===== config.mk =====
export PLATFORM = sky130hd
export DESIGN_NAME = rgb_to_hsl_converter_core
export DESIGN_NICKNAME = d
export VERILOG_FILES = /design/src/rtl/rthsl_pkg.sv /design/src/rtl/rthsl_div.sv /design/src/rtl/rgb_to_hsl_converter_core.sv
export VERILOG_INCLUDE_DIRS = /design/src /design/src/rtl
export SDC_FILE = /design/constraint.sdc
export NUM_CORES = 1
export LEC_CHECK = 0
export ABC_AREA = 1
export ABC_CLOCK_PERIOD_IN_PS = 8210
export BUFFER_PORTS_ARGS = -buffer_cell sky130_fd_sc_hd__buf_4
export CORE_ASPECT_RATIO = 0.6
export CORE_MARGIN = 1
export CORE_UTILIZATION = 65
export CTS_CLUSTER_DIAMETER = 60
export DETAILED_ROUTE_END_ITERATION = 7
export GPL_ROUTABILITY_DRIVEN = 0
export PLACE_DENSITY = 0.88
export SYNTH_ARGS = -nofsm -noshare
export SYNTH_HDL_FRONTEND = slang
export SYNTH_SLANG_ARGS = --single-unit
export TNS_END_PERCENT = 10

===== constraint.sdc =====
create_clock -name clk -period 8.21 [get_ports clk]
set_input_delay 0 -clock clk [delete_from_list [all_inputs] [get_ports clk]]
set_output_delay 0 -clock clk [all_outputs]
set_load 0.005 [all_outputs]

===== src/rtl/rgb_to_hsl_converter_core_defines.svh =====
// Assertion macros for the RTL
`ifndef RGB_TO_HSL_CONVERTER_CORE_DEFINES_SVH
`define RGB_TO_HSL_CONVERTER_CORE_DEFINES_SVH

// same-cycle implication, checked out of reset
`define RTHSL_ASSERT_NOW(lbl, ante, cons, msg) \
	lbl: assert property (@(posedge clk) disable iff (!arst_n) (ante) |-> (cons)) \
		else $error(msg);

// next-cycle implication, checked out of reset
`define RTHSL_ASSERT_NEXT(lbl, ante, cons, msg) \
	lbl: assert property (@(posedge clk) disable iff (!arst_n) (ante) |=> (cons)) \
		else $error(msg);

`endif


===== src/rtl/rthsl_pkg.sv =====
`timescale 1ns / 1ps
package rthsl_pkg;

	localparam int unsigned PIX_W      = 8;
	localparam int unsigned SUM_W      = 9;
	localparam int unsigned N_W        = 11;
	localparam int unsigned NUM_W      = 24;
	localparam int unsigned DVS_W      = 8;
	localparam int unsigned HUE_W      = 15;
	localparam int unsigned SAT_W      = 17;
	localparam int unsigned DIV_STEPS  = 4;
	localparam int unsigned DIV_STAGES = NUM_W / DIV_STEPS;

	localparam logic [NUM_W-1:0] HUE_FULL = 24'd23040;
	localparam logic [SUM_W-1:0] HALF_SUM = 9'd255;
	localparam logic [SUM_W-1:0] FULL_SUM = 9'd510;

	// hue offset of the sector in units of 60 degrees, halved
	typedef enum logic [1:0] {
		HOFS_0   = 2'd0,
		HOFS_120 = 2'd1,
		HOFS_240 = 2'd2,
		HOFS_360 = 2'd3
	} hofs_t;

	typedef struct packed {
		logic [NUM_W-1:0] num;
		logic [DVS_W-1:0] dvs;
	} div_op_t;

	typedef struct packed {
		div_op_t          hue;
		div_op_t          sat;
		logic             grey;
		logic [SUM_W-1:0] sum;
	} div_req_t;

	typedef struct packed {
		logic [NUM_W-1:0] hue_quo;
		logic [NUM_W-1:0] sat_quo;
		logic             grey;
		logic [SUM_W-1:0] sum;
	} div_rsp_t;

endpackage


===== src/rtl/rthsl_div.sv =====
`timescale 1ns / 1ps
module rthsl_div (
	input  logic                clk,
	input  logic                arst_n,
	input  logic                in_valid,
	output logic                in_ready,
	input  rthsl_pkg::div_req_t in_req,
	output logic                out_valid,
	input  logic                out_ready,
	output rthsl_pkg::div_rsp_t out_rsp
);
	import rthsl_pkg::*;

	localparam int unsigned LAST = DIV_STAGES - 1;

	typedef struct packed {
		logic [DVS_W-1:0] rem;
		logic [NUM_W-1:0] work;
		logic [DVS_W-1:0] dvs;
	} lane_t;

	lane_t            hue_s    [DIV_STAGES];
	lane_t            sat_s    [DIV_STAGES];
	logic             grey_s   [DIV_STAGES];
	logic [SUM_W-1:0] sum_s    [DIV_STAGES];
	lane_t            hue_prev [DIV_STAGES];
	lane_t            sat_prev [DIV_STAGES];
	logic             grey_prev[DIV_STAGES];
	logic [SUM_W-1:0] sum_prev [DIV_STAGES];
	lane_t            hue_nxt  [DIV_STAGES];
	lane_t            sat_nxt  [DIV_STAGES];
	logic [DIV_STAGES-1:0] v_s;
	logic [DIV_STAGES-1:0] v_prev;
	logic [DIV_STAGES-1:0] en;

	// restoring division, DIV_STEPS (4) quotient bits per stage
	function automatic lane_t div_steps(input lane_t a);
		lane_t          r;
		logic [DVS_W:0] t;
		r = a;
		for (int i = 0; i < DIV_STEPS; i++) begin
			t = {r.rem, r.work[NUM_W-1]};
			if (t >= {1'b0, r.dvs}) begin
				r.rem  = DVS_W'(t - {1'b0, r.dvs});
				r.work = {r.work[NUM_W-2:0], 1'b1};
			end else begin
				r.rem  = t[DVS_W-1:0];
				r.work = {r.work[NUM_W-2:0], 1'b0};
			end
		end
		return r;
	endfunction

	assign v_prev = {v_s[DIV_STAGES-2:0], in_valid};

	always_comb begin
		hue_prev[0]  = '{rem: '0, work: in_req.hue.num, dvs: in_req.hue.dvs};
		sat_prev[0]  = '{rem: '0, work: in_req.sat.num, dvs: in_req.sat.dvs};
		grey_prev[0] = in_req.grey;
		sum_prev[0]  = in_req.sum;
		for (int st = 1; st < DIV_STAGES; st++) begin
			hue_prev[st]  = hue_s[st-1];
			sat_prev[st]  = sat_s[st-1];
			grey_prev[st] = grey_s[st-1];
			sum_prev[st]  = sum_s[st-1];
		end
		for (int st = 0; st < DIV_STAGES; st++) begin
			hue_nxt[st] = div_steps(hue_prev[st]);
			sat_nxt[st] = div_steps(sat_prev[st]);
		end
	end

	// a stage moves when empty or when the one after it moves
	always_comb begin
		en[LAST] = !v_s[LAST] || out_ready;
		for (int st = DIV_STAGES - 2; st >= 0; st--) begin
			en[st] = !v_s[st] || en[st+1];
		end
	end

	always_ff @(posedge clk or negedge arst_n) begin
		if (!arst_n) begin
			v_s <= '0;
		end else begin
			for (int st = 0; st < DIV_STAGES; st++) begin
				if (en[st]) begin
					v_s[st] <= v_prev[st];
				end
			end
		end
	end

	always_ff @(posedge clk) begin
		for (int st = 0; st < DIV_STAGES; st++) begin
			if (en[st] && v_prev[st]) begin
				hue_s[st]  <= hue_nxt[st];
				sat_s[st]  <= sat_nxt[st];
				grey_s[st] <= grey_prev[st];
				sum_s[st]  <= sum_prev[st];
			end
		end
	end

	assign in_ready        = en[0];
	assign out_valid       = v_s[LAST];
	assign out_rsp.hue_quo = hue_s[LAST].work;
	assign out_rsp.sat_quo = sat_s[LAST].work;
	assign out_rsp.grey    = grey_s[LAST];
	assign out_rsp.sum     = sum_s[LAST];

endmodule


===== src/rtl/rgb_to_hsl_converter_core.sv =====
`timescale 1ns / 1ps
// channel | dir | tdata fields (lsb up)                          | tuser | tlast
// s_axis  | in  | red[7:0] green[15:8] blue[23:16]                | -     | -
// m_axis  | out | hue_q[14:0] saturation_q[31:15] lightness[40:32] | -     | -
//
// One pixel per clock sustained while m_axis_tready is high.
// Hue and saturation use two 24-step restoring dividers, 4 quotient bits per stage.
// arst_n clears all valid bits; payload registers are not reset.
// Each stage holds on stall and fills bubbles, so s_axis_tready stays high
// while any stage downstream is empty.
`include "rgb_to_hsl_converter_core_defines.svh"
module rgb_to_hsl_converter_core (
	input  logic        clk,
	input  logic        arst_n,
	input  logic        s_axis_tvalid,
	output logic        s_axis_tready,
	input  logic [23:0] s_axis_tdata,  // red, green, blue
	output logic        m_axis_tvalid,
	input  logic        m_axis_tready,
	output logic [47:0] m_axis_tdata   // hue_q, saturation_q, lightness_sum, zero pad
);
	import rthsl_pkg::*;

	logic [PIX_W-1:0] red, green, blue;
	logic             ge_rg, ge_rb, ge_gb, red_max, green_max;

	logic                    v_s1, v_s2, v_s3;
	logic                    en1, en2, en3;
	logic [PIX_W-1:0]        mx_s1, mn_s1;
	hofs_t                   hofs_s1;
	logic signed [PIX_W:0]   diff_s1;
	logic [PIX_W-1:0]        d_s2;
	logic [SUM_W-1:0]        sum_s2;
	logic [N_W-1:0]          n_s2;
	div_req_t                req_s3;

	logic [PIX_W-1:0]        mx_c, mn_c;
	hofs_t                   hofs_c;
	logic signed [PIX_W:0]   diff_c;
	logic [PIX_W-1:0]        d_c;
	logic [N_W-1:0]          kd_c;
	logic signed [N_W:0]     n_c;
	logic [HUE_W-1:0]        n15_c;
	logic [SUM_W-1:0]        den_w;

	logic                    div_ready, div_valid, out_en;
	div_rsp_t                rsp;
	logic [NUM_W-1:0]        hue_wrap;

	logic                    out_valid_q;
	logic [HUE_W-1:0]        hue_q;
	logic [SAT_W-1:0]        sat_q;
	logic [SUM_W-1:0]        sum_q;

	assign red   = s_axis_tdata[7:0];
	assign green = s_axis_tdata[15:8];
	assign blue  = s_axis_tdata[23:16];

	// stage 1: max, min and hue sector
	always_comb begin
		ge_rg     = red >= green;
		ge_rb     = red >= blue;
		ge_gb     = green >= blue;
		red_max   = ge_rg && ge_rb;
		green_max = !red_max && ge_gb;
		if (red_max) begin
			mx_c   = red;
			diff_c = $signed({1'b0, green}) - $signed({1'b0, blue});
			hofs_c = ge_gb ? HOFS_0 : HOFS_360;
		end else if (green_max) begin
			mx_c   = green;
			diff_c = $signed({1'b0, blue}) - $signed({1'b0, red});
			hofs_c = HOFS_120;
		end else begin
			mx_c   = blue;
			diff_c = $signed({1'b0, red}) - $signed({1'b0, green});
			hofs_c = HOFS_240;
		end
		if (red <= green && red <= blue) begin
			mn_c = red;
		end else if (green <= blue) begin
			mn_c = green;
		end else begin
			mn_c = blue;
		end
	end

	// stage 2: spread, sum and hue numerator in sixths
	always_comb begin
		d_c = mx_s1 - mn_s1;
		case (hofs_s1)
			HOFS_0:   kd_c = '0;
			HOFS_120: kd_c = {2'b0, d_c, 1'b0};
			HOFS_240: kd_c = {1'b0, d_c, 2'b0};
			HOFS_360: kd_c = {1'b0, d_c, 2'b0} + {2'b0, d_c, 1'b0};
			default:  kd_c = '0;
		endcase
		n_c = $signed({1'b0, kd_c}) + $signed({{(N_W-PIX_W){diff_s1[PIX_W]}}, diff_s1});
	end

	// stage 3: divider operands
	always_comb begin
		n15_c = {n_s2, 4'b0} - {4'b0, n_s2};
		den_w = (sum_s2 <= HALF_SUM) ? sum_s2 : (FULL_SUM - sum_s2);
	end

	assign en3           = !v_s3 || div_ready;
	assign en2           = !v_s2 || en3;
	assign en1           = !v_s1 || en2;
	assign s_axis_tready = en1;

	always_ff @(posedge clk or negedge arst_n) begin
		if (!arst_n) begin
			v_s1 <= 1'b0;
			v_s2 <= 1'b0;
			v_s3 <= 1'b0;
		end else begin
			if (en1) v_s1 <= s_axis_tvalid;
			if (en2) v_s2 <= v_s1;
			if (en3) v_s3 <= v_s2;
		end
	end

	always_ff @(posedge clk) begin
		if (en1 && s_axis_tvalid) begin
			mx_s1   <= mx_c;
			mn_s1   <= mn_c;
			hofs_s1 <= hofs_c;
			diff_s1 <= diff_c;
		end
		if (en2 && v_s1) begin
			d_s2   <= d_c;
			sum_s2 <= {1'b0, mx_s1} + {1'b0, mn_s1};
			n_s2   <= n_c[N_W-1:0];
		end
		if (en3 && v_s2) begin
			req_s3.hue.num <= {1'b0, n15_c, 8'b0};
			req_s3.hue.dvs <= d_s2;
			req_s3.sat.num <= {d_s2, 16'b0};
			req_s3.sat.dvs <= den_w[DVS_W-1:0];
			req_s3.grey    <= d_s2 == '0;
			req_s3.sum     <= sum_s2;
		end
	end

	rthsl_div u_div (
		.clk       (clk),
		.arst_n    (arst_n),
		.in_valid  (v_s3),
		.in_ready  (div_ready),
		.in_req    (req_s3),
		.out_valid (div_valid),
		.out_ready (out_en),
		.out_rsp   (rsp)
	);

	// output register
	assign out_en   = !out_valid_q || m_axis_tready;
	assign hue_wrap = (rsp.hue_quo >= HUE_FULL) ? (rsp.hue_quo - HUE_FULL) : rsp.hue_quo;

	always_ff @(posedge clk or negedge arst_n) begin
		if (!arst_n) begin
			out_valid_q <= 1'b0;
		end else if (out_en) begin
			out_valid_q <= div_valid;
		end
	end

	always_ff @(posedge clk) begin
		if (out_en && div_valid) begin
			hue_q <= rsp.grey ? '0 : hue_wrap[HUE_W-1:0];
			sat_q <= rsp.grey ? '0 : rsp.sat_quo[SAT_W-1:0];
			sum_q <= rsp.sum;
		end
	end

	assign m_axis_tvalid = out_valid_q;
	assign m_axis_tdata  = {7'b0, sum_q, sat_q, hue_q};

	`RTHSL_ASSERT_NOW(a_stall_full, !s_axis_tready, v_s1 && v_s2 && v_s3, "input stalled with a bubble in front stages")
	`RTHSL_ASSERT_NOW(a_hue_range, m_axis_tvalid, m_axis_tdata[14:0] < 15'd23040, "hue out of range")
	`RTHSL_ASSERT_NOW(a_sat_range, m_axis_tvalid, m_axis_tdata[31:15] <= 17'd65536, "saturation out of range")
	`RTHSL_ASSERT_NOW(a_black, m_axis_tvalid && m_axis_tdata[40:32] == 9'd0, m_axis_tdata[31:0] == 32'd0, "black pixel with nonzero hue or saturation")
	`RTHSL_ASSERT_NEXT(a_out_load, div_valid && out_en, m_axis_tvalid, "divider result not taken into output register")

endmodule

==> results.toml <==
[cts]
numCtsBuffers = 49
clockBufferDepth = 3
htree_levels = 2
cts_root_buf = "clkbuf_16"
clock_latency_ps = 660
cts_tree = "done"
cts_sinks = 507
clk_pin_slew_worst_paths_ps = 80

[global_route]
grt_pass1_wl_mm = 161
grtUsageTotal = 0.322
grt_pass1_vias = 31500
grt_antenna_before_repair = 0
grt_overflow = 0
grt_max_degree = 74

[worst_setup_path]
worstPathMaxFanout = 17
critPathBufInv = 6
crit_slowest_cell = "o311ai_1"
path_class = "reg2reg"
worstPathRequired_ps = 8710
cp.arrival_ps = 8320
startpoint_type = "register"
critical_path.most_common_cell = "nand2_1"
crit_family = "simple AND/OR/NAND/NOR gates"
slowest_delay_ps = 580
end_kind = "register"

[timing]
rsz0062_at_grt = "no"
finClkSkew_ps = 48.1
finalSetupTns_ps = 0
finalCriticalPeriod_ps = 7820
tightest_slew_ps = 1120
setup-violations-final = 0
slew_headroom = 0.256
drv_slew = 0
finalHoldViolations = 0
finalCritPeriodShare = 0.953
timing.fmax_mhz = 128

[floorplan]
start_util = 0.663
die_width_um = 321
rows = 69
io_pins = 78
die_area_um2 = 61900
core_area_um2 = 59700
die_h_um = 193

[placement]
portBuffers = 70
hpwl_mm = 74.4

[yosys]
synth_edf_count = 497
syn_area_um2 = 39600
seq_area_frac_synth = 0.383
syn_avg_cell_area_um2 = 8.46
ys_warn_count = 0
ys_ff_latch = 507
ys_types = 70
syn_inst = 4677
async_reset_ff_frac = 0.0197
synth-main-ff-cell = "edfxtp_1"

[drt]
drt-initial-drc-count = 4344
drc = 8
wl_mm = 100
wire_per_inst_um = 17.7
drtAntennaViolNets = 0
vias = 33700
dr.pass1.iters = 8
via_per_inst = 5.94

[run_status]
violations = "DRC"
status = "finished, violations left"

[final_layout]
areaGrowthSynthToFinish_pct = 8.76
final_cell_mix = "nand2_1 (1,161), inv_1 (682), edfxtp_1 (497)"
post-route-util = 0.721
final_common_cell = "nand2_1"
fillers = 4142
diodes = 0
seq_area_um2 = 15200
multi_input_area_um2 = 21400
final_layout_size_suffix_gt1_frac = 0.0900
nNetsFinal = 5299

[flow_run]
maxCapViolCount = 0

[worst_hold_path]
worstHoldPathType = "in2reg"
[per-stage QoR]
step / cell area (µm²) / cells / setup slack, ps / hold WS, ps
after detailed placement: 40900 / 5541 / 658 / -156
after floorplan: 39600 / 4686 / 2030 / -296
after global routing: 43000 / 5673 / 8.96 / 63.6
final: 43000 / 5673 / 386 / 91.7
after CTS: 43000 / 5671 / 411 / 17.1
after global placement: 40900 / 5541 / 927 / -163
[timing repair]
item	CTS	global route
setup buffers	0	2
endpoints found under the setup margin	0	35
endpoints found under the hold margin	32	0
hold buffers	38	0
gates resized for setup	0	8
[cells in the mapped netlist (all sizes together) (3+ instances only)]
cell type / count / area, µm²
a211oi: 19 / 158
a21o: 18 / 135
a21oi: 304 / 1590
a221oi: 3 / 26.3
a31oi: 13 / 81.3
a41oi: 7 / 68.8
and2: 5 / 33.8
buf: 35 / 327
clkbuf: 10 / 37.5
dfrtp: 10 / 250
edfxtp: 497 / 14900
fa: 35 / 701
ha: 420 / 5260
inv: 724 / 2740
nand2: 1233 / 4900
nand3: 245 / 1460
nand3b: 18 / 135
nand4: 74 / 512
nor2: 327 / 1420
nor3: 45 / 240
nor4: 10 / 62.6
o2111ai: 3 / 26.3
o211ai: 19 / 148
o21a: 8 / 60.1
o21ai: 235 / 1260
o21bai: 16 / 124
o221ai: 6 / 52.6
o311ai: 8 / 70.1
o31ai: 7 / 52.6
or2: 28 / 175
xnor2: 98 / 858
xor2: 183 / 1600
[state kept, by name, summed over array words and instances, names as in the netlist, named ones only]
name / count
mx_s1: 8
n_s2: 11
mn_s1: 8
u_div.sat_s: 119
req_s3: 39
u_div.hue_s: 183
v_s3: 1
sum_s2: 8
sat_q: 17
v_s2: 1
sum_q: 9
v_s1: 1
u_div.v_s: 6
u_div.sum_s: 54
u_div.grey_s: 6
m_axis_tvalid: 1
hue_q: 15
hofs_s1: 2
d_s2: 8
diff_s1: 9
[kinds of logic (layout without fill, tap and decap cells)]
logic type      Yosys count  in the layout  share of synthesized area
compound gates          672            672                     0.0984
xor+xnor                281            281                     0.0622
flops                   507            507                      0.383
simple gates           1989           1989                      0.227
fa+ha+maj               455            455                      0.151
buf+inv                 771            942                     0.0785
other cells               2             11                   0.000190
[path summary, 6_finish.rpt]
| kind | from | slack (ps) | cells after the start | end |
|---|---|---|---|---|
| max | u_div.hue_s[0][4] | 390 | 39 | u_div.hue_s[1][37] |
| min | s_axis_tdata[1] | 90 | 3 | mx_s1[1] |
| max reg2reg | u_div.hue_s[0][4] | 390 | 39 | u_div.hue_s[1][37] |
| min in group asynchronous | arst_n | 450 | 3 | u_div.v_s[1] |
| max in group asynchronous | arst_n | 7410 | 3 | m_axis_tvalid |
| min reg2reg | u_div.hue_s[4][15] | 380 | 0 | u_div.hue_s[5][19] |
[metal layers]
metal / routed length, µm / vias up / GRT usage
li1: - / 15900 / -
met1: 42600 / 15400 / 0.466
met2: 42400 / 2089 / 0.489
met3: 12700 / 277 / 0.0668
met4: 2720 / 0 / 0.0953
met5: 0 / - / 0
[worst register-to-register path, delay by kind of cell, from the launching register on]
family / cells / cell delay, ps
flip-flops: 1 / 440
AND/OR/NAND/NOR: 18 / 2680
adder cells (fa/ha/maj): 4 / 1460
AO/OA/AOI/OAI: 11 / 2410
buffers and inverters: 6 / 710
[layout make-up]
class	count	area share
clock buffer	59	0.0303
clock inverter	33	0.00910
inverter	726	0.0638
sequential	507	0.353
tap	816	0.0237
timing repair buffer	124	0.0238
multi-input combinational	3408	0.497
Power is left out: the tool's default activity adds up to more than one toggle a clock period on the data nets, which glitch-free logic cannot reach.
